## src/hdl/srts_pkg.sv

```systemverilog
// types, constants and helpers for the radix-to-symbols block
// no dependencies
`timescale 1ns / 1ps
package srts_pkg;
   localparam int unsigned MaxRadixDefault = 16;
   localparam int unsigned MaxDigits = 63;
   localparam int unsigned MagWidth = 63;
   localparam int unsigned ValueWidth = 64;
   localparam int unsigned CsrDataWidth = 64;
   localparam int unsigned CsrIndexWidth = 2;
   localparam int unsigned RadixWidth = 5;
   localparam int unsigned DigitWidth = 4;
   localparam int unsigned CountWidth = 6;
   localparam int unsigned SymbolWidth = 8;
   localparam int unsigned NumSymbols = 16;

   localparam logic [CsrIndexWidth-1:0] CSR_RADIX = 2'd0;
   localparam logic [CsrIndexWidth-1:0] CSR_SYMBOLS_LOW = 2'd1;
   localparam logic [CsrIndexWidth-1:0] CSR_SYMBOLS_HIGH = 2'd2;

   localparam logic [SymbolWidth-1:0] SIGN_PLUS = 8'h2B;
   localparam logic [SymbolWidth-1:0] SIGN_MINUS = 8'h2D;

   typedef struct packed {
      logic neg;
      logic [MagWidth-1:0] mag;
   } work_type;

   typedef struct packed {
      logic [RadixWidth-1:0] radix;
      logic [2*CsrDataWidth-1:0] symbols;
   } cfg_type;

   function automatic logic [SymbolWidth-1:0] symbol_of(
      input logic [2*CsrDataWidth-1:0] symbols, input logic [DigitWidth-1:0] d);
      symbol_of = symbols[d*SymbolWidth +: SymbolWidth];
   endfunction
endpackage

```

## src/hdl/srts_if.sv

```systemverilog
// valid/ready channel interfaces for values in and symbols out
// depends on srts_pkg
`timescale 1ns / 1ps
interface srts_req_if;
   import srts_pkg::*;
   logic valid;
   logic ready;
   logic signed [ValueWidth-1:0] value;
   modport source (output valid, output value, input ready);
   modport sink (input valid, input value, output ready);
endinterface

interface srts_rsp_if;
   import srts_pkg::*;
   logic valid;
   logic ready;
   logic [SymbolWidth-1:0] symbol;
   logic last;
   modport source (output valid, output symbol, output last, input ready);
   modport sink (input valid, input symbol, input last, output ready);
endinterface

```

## src/hdl/signed_radix_to_symbols.sv

```systemverilog
// steps: load, division into digits in the shared divider (one quotient bit a cycle),
// the sign step, a minus sign when negative, then a read, load and wait per digit symbol
// throughput: one value at a time in the back end; a two-entry queue holds up to two more
// reset: synchronous, active high; clears control state and config registers
`timescale 1ns / 1ps
module signed_radix_to_symbols #(
   parameter int unsigned MAX_RADIX = srts_pkg::MaxRadixDefault
) (
   input  logic clock,
   input  logic reset,
   srts_req_if.sink   req_chan,
   srts_rsp_if.source rsp_chan,
   input  logic csr_we,
   input  logic [srts_pkg::CsrIndexWidth-1:0] csr_index,
   input  logic [srts_pkg::CsrDataWidth-1:0] csr_wdata
);
   import srts_pkg::*;

   logic [RadixWidth-1:0] radix_ff;
   logic [CsrDataWidth-1:0] sym_low_ff, sym_high_ff;
   cfg_type cfg;
   logic q_full, q_push, q_pop, q_empty;
   work_type q_in, q_out;

   always_ff @(posedge clock) begin
      if (reset) begin
         radix_ff <= '0;
         sym_low_ff <= '0;
         sym_high_ff <= '0;
      end else if (csr_we) begin
         unique case (csr_index)
            CSR_RADIX: radix_ff <= csr_wdata[RadixWidth-1:0];
            CSR_SYMBOLS_LOW: sym_low_ff <= csr_wdata;
            CSR_SYMBOLS_HIGH: sym_high_ff <= csr_wdata;
            default: ;
         endcase
      end
   end

   assign cfg.radix = radix_ff;
   assign cfg.symbols = {sym_high_ff, sym_low_ff};

   srts_front #(.MAX_RADIX(MAX_RADIX)) u_front (
      .clock(clock), .reset(reset), .cfg(cfg),
      .in_valid(req_chan.valid), .in_ready(req_chan.ready), .in_value(req_chan.value),
      .q_full(q_full), .q_push(q_push), .q_data(q_in)
   );

   srts_queue u_queue (
      .clock(clock), .reset(reset), .push(q_push), .push_data(q_in), .full(q_full),
      .pop(q_pop), .empty(q_empty), .pop_data(q_out)
   );

   srts_back #(.MAX_RADIX(MAX_RADIX)) u_back (
      .clock(clock), .reset(reset), .cfg(cfg),
      .q_empty(q_empty), .q_pop(q_pop), .q_data(q_out),
      .out_valid(rsp_chan.valid), .out_ready(rsp_chan.ready),
      .out_symbol(rsp_chan.symbol), .out_last(rsp_chan.last)
   );
endmodule

```

## src/hdl/srts_front.sv

```systemverilog
// front end: takes values, checks the symbol table, saturates magnitude
// depends on srts_pkg
`timescale 1ns / 1ps
module srts_front #(
   parameter int unsigned MAX_RADIX = srts_pkg::MaxRadixDefault
) (
   input  logic                clock,
   input  logic                reset,
   input  srts_pkg::cfg_type   cfg,
   input  logic                in_valid,
   output logic                in_ready,
   input  logic signed [srts_pkg::ValueWidth-1:0] in_value,
   input  logic                q_full,
   output logic                q_push,
   output srts_pkg::work_type  q_data
);
   import srts_pkg::*;

   logic [RadixWidth-1:0] eff_radix;
   logic table_ok;
   logic [ValueWidth-1:0] neg_value;
   logic accept_ff;

   assign eff_radix = (cfg.radix > RadixWidth'(MAX_RADIX)) ?
                      RadixWidth'(MAX_RADIX) : cfg.radix;

   always_comb begin
      table_ok = (eff_radix >= RadixWidth'(2));
      for (int i = 0; i < NumSymbols; i++) begin
         if (RadixWidth'(i) < eff_radix) begin
            if (symbol_of(cfg.symbols, DigitWidth'(i)) == SIGN_PLUS ||
                symbol_of(cfg.symbols, DigitWidth'(i)) == SIGN_MINUS)
               table_ok = 1'b0;
         end
         for (int j = i + 1; j < NumSymbols; j++) begin
            if (RadixWidth'(j) < eff_radix &&
                symbol_of(cfg.symbols, DigitWidth'(i)) ==
                symbol_of(cfg.symbols, DigitWidth'(j)))
               table_ok = 1'b0;
         end
      end
   end

   // ready drops for one cycle after reset
   always_ff @(posedge clock) begin
      if (reset) begin
         accept_ff <= 1'b0;
      end else begin
         accept_ff <= 1'b1;
      end
   end

   assign in_ready = accept_ff && !q_full;
   assign q_push = in_valid && in_ready && table_ok;
   assign neg_value = 64'd0 - ValueWidth'(in_value);

   always_comb begin
      q_data.neg = in_value[ValueWidth-1];
      if (!in_value[ValueWidth-1])
         q_data.mag = in_value[MagWidth-1:0];
      else if (neg_value[ValueWidth-1])
         q_data.mag = '1;  // most negative value saturates
      else
         q_data.mag = neg_value[MagWidth-1:0];
   end
endmodule

```

## src/hdl/srts_queue.sv

```systemverilog
// two-entry queue between front and back ends
// depends on srts_pkg
`timescale 1ns / 1ps
module srts_queue (
   input  logic               clock,
   input  logic               reset,
   input  logic               push,
   input  srts_pkg::work_type push_data,
   output logic               full,
   input  logic               pop,
   output logic               empty,
   output srts_pkg::work_type pop_data
);
   import srts_pkg::*;

   work_type entry_ff [2];
   logic wr_ptr_ff, rd_ptr_ff;
   logic [1:0] count_ff;

   assign full = (count_ff == 2'd2);
   assign empty = (count_ff == 2'd0);
   assign pop_data = entry_ff[rd_ptr_ff];

   always_ff @(posedge clock) begin
      if (push) begin
         entry_ff[wr_ptr_ff] <= push_data;
      end
   end

   always_ff @(posedge clock) begin
      if (reset) begin
         wr_ptr_ff <= 1'b0;
         rd_ptr_ff <= 1'b0;
         count_ff <= 2'd0;
      end else begin
         if (push) wr_ptr_ff <= !wr_ptr_ff;
         if (pop) rd_ptr_ff <= !rd_ptr_ff;
         count_ff <= count_ff + 2'(push) - 2'(pop);
      end
   end
endmodule

```

## src/hdl/srts_back.sv

```systemverilog
// back end: bit-serial division into digits, then symbol emission
// depends on srts_pkg
`timescale 1ns / 1ps
module srts_back #(
   parameter int unsigned MAX_RADIX = srts_pkg::MaxRadixDefault
) (
   input  logic               clock,
   input  logic               reset,
   input  srts_pkg::cfg_type  cfg,
   input  logic               q_empty,
   output logic               q_pop,
   input  srts_pkg::work_type q_data,
   output logic               out_valid,
   input  logic               out_ready,
   output logic [srts_pkg::SymbolWidth-1:0] out_symbol,
   output logic               out_last
);
   import srts_pkg::*;

   typedef enum logic [2:0] {
      S_IDLE, S_DIV, S_SIGN, S_SIGN_WAIT, S_READ, S_LOAD, S_WAIT
   } state_type;

   state_type state_ff;
   logic neg_ff;
   logic [MagWidth-1:0] mag_ff;
   logic [DigitWidth-1:0] rem_ff;
   logic [CountWidth-1:0] bit_ff;
   logic [CountWidth-1:0] count_ff;
   logic [DigitWidth-1:0] rd_data_ff;
   logic [DigitWidth-1:0] digit_store [MaxDigits];
   logic valid_ff, last_ff;
   logic [SymbolWidth-1:0] symbol_ff;

   logic [RadixWidth-1:0] eff_radix;
   logic [RadixWidth-1:0] shifted_in, rem_in;
   logic ge;
   logic [MagWidth-1:0] mag_in;
   logic digit_done;

   assign eff_radix = (cfg.radix > RadixWidth'(MAX_RADIX)) ?
                      RadixWidth'(MAX_RADIX) : cfg.radix;
   assign shifted_in = {rem_ff, mag_ff[MagWidth-1]};
   assign ge = (shifted_in >= eff_radix);
   assign rem_in = ge ? (shifted_in - eff_radix) : shifted_in;
   assign mag_in = {mag_ff[MagWidth-2:0], ge};
   assign digit_done = (state_ff == S_DIV) && (bit_ff == CountWidth'(MagWidth - 1));

   assign q_pop = (state_ff == S_IDLE) && !q_empty;
   assign out_valid = valid_ff;
   assign out_symbol = symbol_ff;
   assign out_last = last_ff;

   always_ff @(posedge clock) begin
      if (digit_done) begin
         digit_store[count_ff] <= rem_in[DigitWidth-1:0];
      end
      rd_data_ff <= digit_store[count_ff - CountWidth'(1)];
   end

   always_ff @(posedge clock) begin
      if (reset) begin
         state_ff <= S_IDLE;
         valid_ff <= 1'b0;
         last_ff <= 1'b0;
         count_ff <= '0;
         bit_ff <= '0;
         rem_ff <= '0;
         mag_ff <= '0;
         neg_ff <= 1'b0;
         symbol_ff <= '0;
      end else begin
         unique case (state_ff)
            S_IDLE: begin
               if (!q_empty) begin
                  neg_ff <= q_data.neg;
                  mag_ff <= q_data.mag;
                  rem_ff <= '0;
                  bit_ff <= '0;
                  count_ff <= '0;
                  state_ff <= S_DIV;
               end
            end
            S_DIV: begin
               mag_ff <= mag_in;
               if (digit_done) begin
                  count_ff <= count_ff + CountWidth'(1);
                  rem_ff <= '0;
                  bit_ff <= '0;
                  if (mag_in == '0 || count_ff == CountWidth'(MaxDigits - 1))
                     state_ff <= S_SIGN;
               end else begin
                  rem_ff <= rem_in[DigitWidth-1:0];
                  bit_ff <= bit_ff + CountWidth'(1);
               end
            end
            S_SIGN: begin
               if (neg_ff) begin
                  symbol_ff <= SIGN_MINUS;
                  last_ff <= 1'b0;
                  valid_ff <= 1'b1;
                  state_ff <= S_SIGN_WAIT;
               end else begin
                  state_ff <= S_READ;
               end
            end
            S_SIGN_WAIT: begin
               if (out_ready) begin
                  valid_ff <= 1'b0;
                  state_ff <= S_READ;
               end
            end
            S_READ: begin
               // digit read registers during this cycle
               state_ff <= S_LOAD;
            end
            S_LOAD: begin
               symbol_ff <= symbol_of(cfg.symbols, rd_data_ff);
               last_ff <= (count_ff == CountWidth'(1));
               valid_ff <= 1'b1;
               state_ff <= S_WAIT;
            end
            S_WAIT: begin
               if (out_ready) begin
                  valid_ff <= 1'b0;
                  count_ff <= count_ff - CountWidth'(1);
                  state_ff <= (count_ff == CountWidth'(1)) ? S_IDLE : S_READ;
               end
            end
            default: state_ff <= S_IDLE;
         endcase
      end
   end
endmodule

```

## src/flat_wrapper.sv

```systemverilog
// flat-port wrapper written by rule: the top's interface ports become plain ports
module signed_radix_to_symbols_flat import srts_pkg::*;
#(
   parameter int unsigned MAX_RADIX = srts_pkg::MaxRadixDefault
)
  (clock, reset, csr_we, csr_index, csr_wdata, req_chan_valid, req_chan_value, req_chan_ready, rsp_chan_valid, rsp_chan_symbol, rsp_chan_last, rsp_chan_ready);
  srts_req_if req_chan_i ();
  srts_rsp_if rsp_chan_i ();
  input  logic clock;
  input  logic reset;
  input  logic csr_we;
  input  logic [srts_pkg::CsrIndexWidth-1:0] csr_index;
  input  logic [srts_pkg::CsrDataWidth-1:0] csr_wdata;
  input wire logic [$bits(req_chan_i.valid)-1:0] req_chan_valid;
  input wire logic [$bits(req_chan_i.value)-1:0] req_chan_value;
  output wire logic [$bits(req_chan_i.ready)-1:0] req_chan_ready;
  output wire logic [$bits(rsp_chan_i.valid)-1:0] rsp_chan_valid;
  output wire logic [$bits(rsp_chan_i.symbol)-1:0] rsp_chan_symbol;
  output wire logic [$bits(rsp_chan_i.last)-1:0] rsp_chan_last;
  input wire logic [$bits(rsp_chan_i.ready)-1:0] rsp_chan_ready;
  assign req_chan_i.valid = req_chan_valid;
  assign req_chan_i.value = req_chan_value;
  assign req_chan_ready = req_chan_i.ready;
  assign rsp_chan_valid = rsp_chan_i.valid;
  assign rsp_chan_symbol = rsp_chan_i.symbol;
  assign rsp_chan_last = rsp_chan_i.last;
  assign rsp_chan_i.ready = rsp_chan_ready;
  signed_radix_to_symbols #(.MAX_RADIX(MAX_RADIX)) u_core (.clock(clock), .reset(reset), .req_chan(req_chan_i), .rsp_chan(rsp_chan_i), .csr_we(csr_we), .csr_index(csr_index), .csr_wdata(csr_wdata));
endmodule
```

## config.mk

```make
export PLATFORM = sky130hd
export DESIGN_NAME = signed_radix_to_symbols_flat
export DESIGN_NICKNAME = d
export VERILOG_FILES = /design/src/hdl/srts_pkg.sv /design/src/hdl/srts_if.sv /design/src/hdl/signed_radix_to_symbols.sv /design/src/hdl/srts_front.sv /design/src/hdl/srts_queue.sv /design/src/hdl/srts_back.sv /design/src/flat_wrapper.sv
export SDC_FILE = /design/constraint.sdc
export NUM_CORES = 2
export LEC_CHECK = 0
export ABC_CLOCK_PERIOD_IN_PS = 13000
export BUFFER_PORTS_ARGS = -buffer_cell sky130_fd_sc_hd__buf_2
export CORE_MARGIN = 2
export CORE_UTILIZATION = 30
export CTS_BUF_LIST = sky130_fd_sc_hd__clkbuf_4
export CTS_CLUSTER_DIAMETER = 50
export DETAILED_ROUTE_END_ITERATION = 10
export GPL_TIMING_DRIVEN = 0
export HOLD_SLACK_MARGIN = 0.05
export PLACE_DENSITY = 0.57
export SETUP_SLACK_MARGIN = 0.3
export SYNTH_ARGS = -nofsm -noshare
export SYNTH_HDL_FRONTEND = slang
export SYNTH_SLANG_ARGS = --single-unit
```

## constraint.sdc

```tcl
create_clock -name clock -period 13 [get_ports clock]
set_clock_uncertainty 0.2 [all_clocks]
set_input_delay 1.95 -clock clock [delete_from_list [all_inputs] [get_ports clock]]
set_output_delay 1.95 -clock clock [all_outputs]
set_load 0.02 [all_outputs]
```

==> reports/metrics.yaml <==
status:
  status: "finished, violations left"
  violations: "max-capacitance violations, max-slew violations"
clocking:
  cts_root_buffer: "clkbuf_4"
  ctsResizeCount: 0
  clk_latency_ns: 1.12
  cts.sinks: 616
  htreeDepth: 4
  cts_buffer_depth: 3
  clk_pin_slew_ns: 0.07
  cts_hold_buf: 0
  cts_buffers: 160
  cts_tree: "yes"
  post_cts_buffers: 0
worst_hold_path:
  hold_start: "u_core.u_back.mag_ff[7]$_SDFFE_PP0P_"
  hold_depth: 2
  worst_hold_path.endpoint: "u_core.u_back.mag_ff[8]$_SDFFE_PP0P_"
  min-delay-path-class: "reg2reg"
power:
  p_leak_nw: 15.94
  finalPower_mw: 6.505
  power_density_nw_per_um2: 148.4
  irDropWorstVdd_v: 0.0001281
logic_synthesis:
  yosys.area_share.simple_pct: 13.50
  ys_seq_area_share_pct: 41.80
  netlist_area_um2: 38600
  synth_top_area_share_pct: 29.56
  yosysTopAreaCell: "edfxtp_1"
  postSynthCellCount: 3862
  synth_xor_xnor_area_share_pct: 23.60
  synth_top_flop_cell: "edfxtp_1"
  synth_edf_count: 380
  syn_nets: 4012
  synth_top_family_by_area: "XOR/XNOR gates"
  synthAdderAreaFrac_pct: 0.5056
  ys_types: 62
  synth_compound_area_share_pct: 7.575
  synth-seq-cells: 616
  ys_async_sr_fraction_pct: 0
  muxShareOfSynthArea_pct: 8.693
  synth_warnings: 0
  syn_avg_cell_area_um2: 9.995
  synthTopCellsByArea: "edfxtp_1, xnor2_1, dfxtp_1"
final_layout:
  regArea_um2: 16140
  final_common_cell: "xnor2_1"
  fin_nets: 4335
  syn_to_final_growth_pct: 13.54
  drive_above_1_share_pct: 14.14
  multi_input_area_um2: 20840
  fillers: 13110
  final_cell_mix: "xnor2_1, nand2_1, xor2_1"
  stdcell_area_um2: 43830
timing:
  drv_slew: 32
  clock.fmax_ghz: 0.1394
  worst_slack_ns: 5.828
  min_period_over_period_pct: 55.17
  final_hold_viol_count: 0
  finalCriticalPeriod_ns: 7.172
  finalSetupViolCount: 0
  rsz0062_at_grt: "no"
  maxSlewHeadroom_pct: -3.178
  worst_slew_pin_slew_ns: 1.548
die:
  die_area_um2: 131600
  ioPinCount: 146
  num_rows: 131
  die_w_um: 362.7
  die_h_um: 362.7
  core_area_um2: 127700
  start_util_pct: 30.23
worst_setup_path:
  slowest_delay_ns: 1.11
  crit_family: "buffers and inverters"
  crit_path_start_kind: "flop"
  rr_worst_depth: 14
  crit_top_cell: "buf_4"
  crit_fanout: 10
  cp.required_ns: 13.59
  critical_path_class: "reg2reg"
  worst_setup_path_end_kind: "flop"
  rrSetupSlack_ns: 5.83
  cpMaxStageDelayCell: "clkbuf_1"
  crit_buf_inv: 6
  cp.arrival_ns: 7.76
  reg2reg_from: "u_core.sym_high_ff[29]$_SDFFE_PP0P_"
  worstPathCellList: "clkbuf_1, clkbuf_1, xnor2_1, nand4_1, nor2_1, a211oi_1, a41oi_1, a2111oi_0, nand3b_1, nor4_2, buf_4, buf_4, buf_4, buf_4"
  cp.depth: 14
  worstReg2RegEnd: "u_core.u_queue.entry_ff[0][29]$_DFFE_PP_"
place:
  dp_hpwl_um: 109400
  port_buffers: 145
  globalplace.congestion: 1.015
  place_ws_ns: 6.207
  placed_cell_area_um2: 41710
grt:
  antenna_found_initial: 21
  grt_pass1_vias: 31800
  grt_pass1_wl_um: 224300
  overflow: 0
  grt_max_degree: 65
  grt_use_total_pct: 23.44
routing:
  totalWireLength_um: 158900
  routedLengthMet1_um: 62970
  drt_iter0_drc: 4494
  via_count: 33260
  firstDrtPassIters: 7
  viasPerCell: 5.555
  wire_per_inst_um: 26.54
  met3_length_um: 17550
  wl_met2_um: 68070
  routed.top_layer: "met5"
  drcViolationCount: 0
  antenna_left: 0
run:
  maxCapViolations: 4
==> where the power goes <==
part | internal [mW] | switching, mW | total (mW) | leakage (nW)
logic | 0.819 | 1.39 | 2.21 | 9.32
registers | 2.46 | 0.113 | 2.58 | 5.37
clock network | 0.871 | 0.850 | 1.72 | 1.25
total | 4.15 | 2.35 | 6.51 | 15.9
==> kinds of logic (layout without fill, tap and decap cells) <==
logic type	Yosys count	in the layout
AOI/OAI and AO/OA	481	481
and+or+nand+nor	1085	1085
adders and majority gates	15	15
buffers and inverters	430	881
DFF	616	616
other	0	12
muxes	195	195
xor gates and xnor gates	1040	1040
==> how the worst max path moves through the flow <==
| stage | startpoint | to | slack (ns) |
|---|---|---|---|
| 2_1_floorplan | req_chan_valid | u_core.u_queue.entry_ff[0][0]$_DFFE_PP_ | 3.44 |
| 3_3_place_gp | u_core.sym_high_ff[29]$_SDFFE_PP0P_ | u_core.u_queue.entry_ff[0][31]$_DFFE_PP_ | -2.59 |
| 3_5_place_dp | u_core.sym_high_ff[29]$_SDFFE_PP0P_ | u_core.u_queue.entry_ff[0][28]$_DFFE_PP_ | 6.21 |
| 4_1_cts | u_core.sym_high_ff[29]$_SDFFE_PP0P_ | u_core.u_queue.entry_ff[0][23]$_DFFE_PP_ | 6.16 |
| 5_1_grt | u_core.sym_high_ff[29]$_SDFFE_PP0P_ | u_core.u_queue.entry_ff[0][23]$_DFFE_PP_ | 5.87 |
| 6_report | u_core.sym_high_ff[29]$_SDFFE_PP0P_ | u_core.u_queue.entry_ff[0][29]$_DFFE_PP_ | 5.83 |
==> Yosys cell counts (all sizes together), types with 3 or more instances <==
cell,count
a21o,4
mux4,112
and2,4
or4,8
inv,17
a211oi,26
nand3,26
dfxtp,236
and3b,3
ha,14
clkbuf,231
nand4b,7
o22ai,3
edfxtp,380
o21ai,49
a21oi,241
a2111oi,3
o211ai,65
nor4b,11
a22oi,14
o31ai,20
a31oi,22
xor2,479
nor2b,10
and3,4
xnor2,561
nor3,22
or3b,4
or3,19
nor2,156
mux2i,81
o221a,6
buf,181
nand4,149
nand2,493
or2,9
o41ai,10
nand3b,8
nand2b,9
nor4,142
o221ai,3
==> layer usage <==
metal	track usage (%)	up-vias
met5	0	-
met3	6.836	627
li1	-	14330
met2	35.44	2205
met4	13.12	4
met1	29.88	16090
==> per-stage QoR <==
| step | util (%) | hold WS (ns) | TNS [ns] | std cells |
|---|---|---|---|---|
| floorplan | - | 0.2362 | 0 | 3862 |
| global placement | 32.43 | 0.2498 | -165.80 | 5669 |
| detailed placement | 32.67 | 0.2602 | 0 | 5685 |
| CTS | 34.30 | 0.2084 | 0 | 5975 |
| global route | 34.31 | 0.2284 | 0 | 5980 |
| finish | 34.33 | 0.2249 | 0 | 5987 |
==> registers in the layout, summed over array words and instances, names as in the netlist, 2 cells and up, named ones only <==
register / cells
u_core.radix_ff: 5
u_core.u_back.rem_ff: 4
u_core.u_back.out_symbol: 8
u_core.u_back.digit_store: 252
u_core.u_back.bit_ff: 6
u_core.u_back.state_ff: 3
u_core.u_queue.entry_ff: 128
u_core.sym_low_ff: 64
u_core.sym_high_ff: 64
u_core.u_back.rd_data_ff: 4
u_core.u_back.count_ff: 6
u_core.u_queue.count_ff: 2
u_core.u_back.mag_ff: 63
==> tightest hold or removal path: cells and delay by family (launching register included) <==
family / cells / cell delay (ns)
DFF: 1 / 0.33
AOI/OAI and AO/OA: 1 / 0.05
and+or+nand+nor: 1 / 0.06
==> cell type report <==
cell class	count	share of cell area [%]
diodes	12	0.06851
plain buffers	412	3.660
clock buffers	238	4.077
clock inverters	52	0.6823
inverters	18	0.1542
multi-input cells	2816	47.56
flip-flops and latches	616	36.82
well taps	1662	4.745
repair buffers	161	2.241
Note: power is estimated with default switching activity, not from simulation.
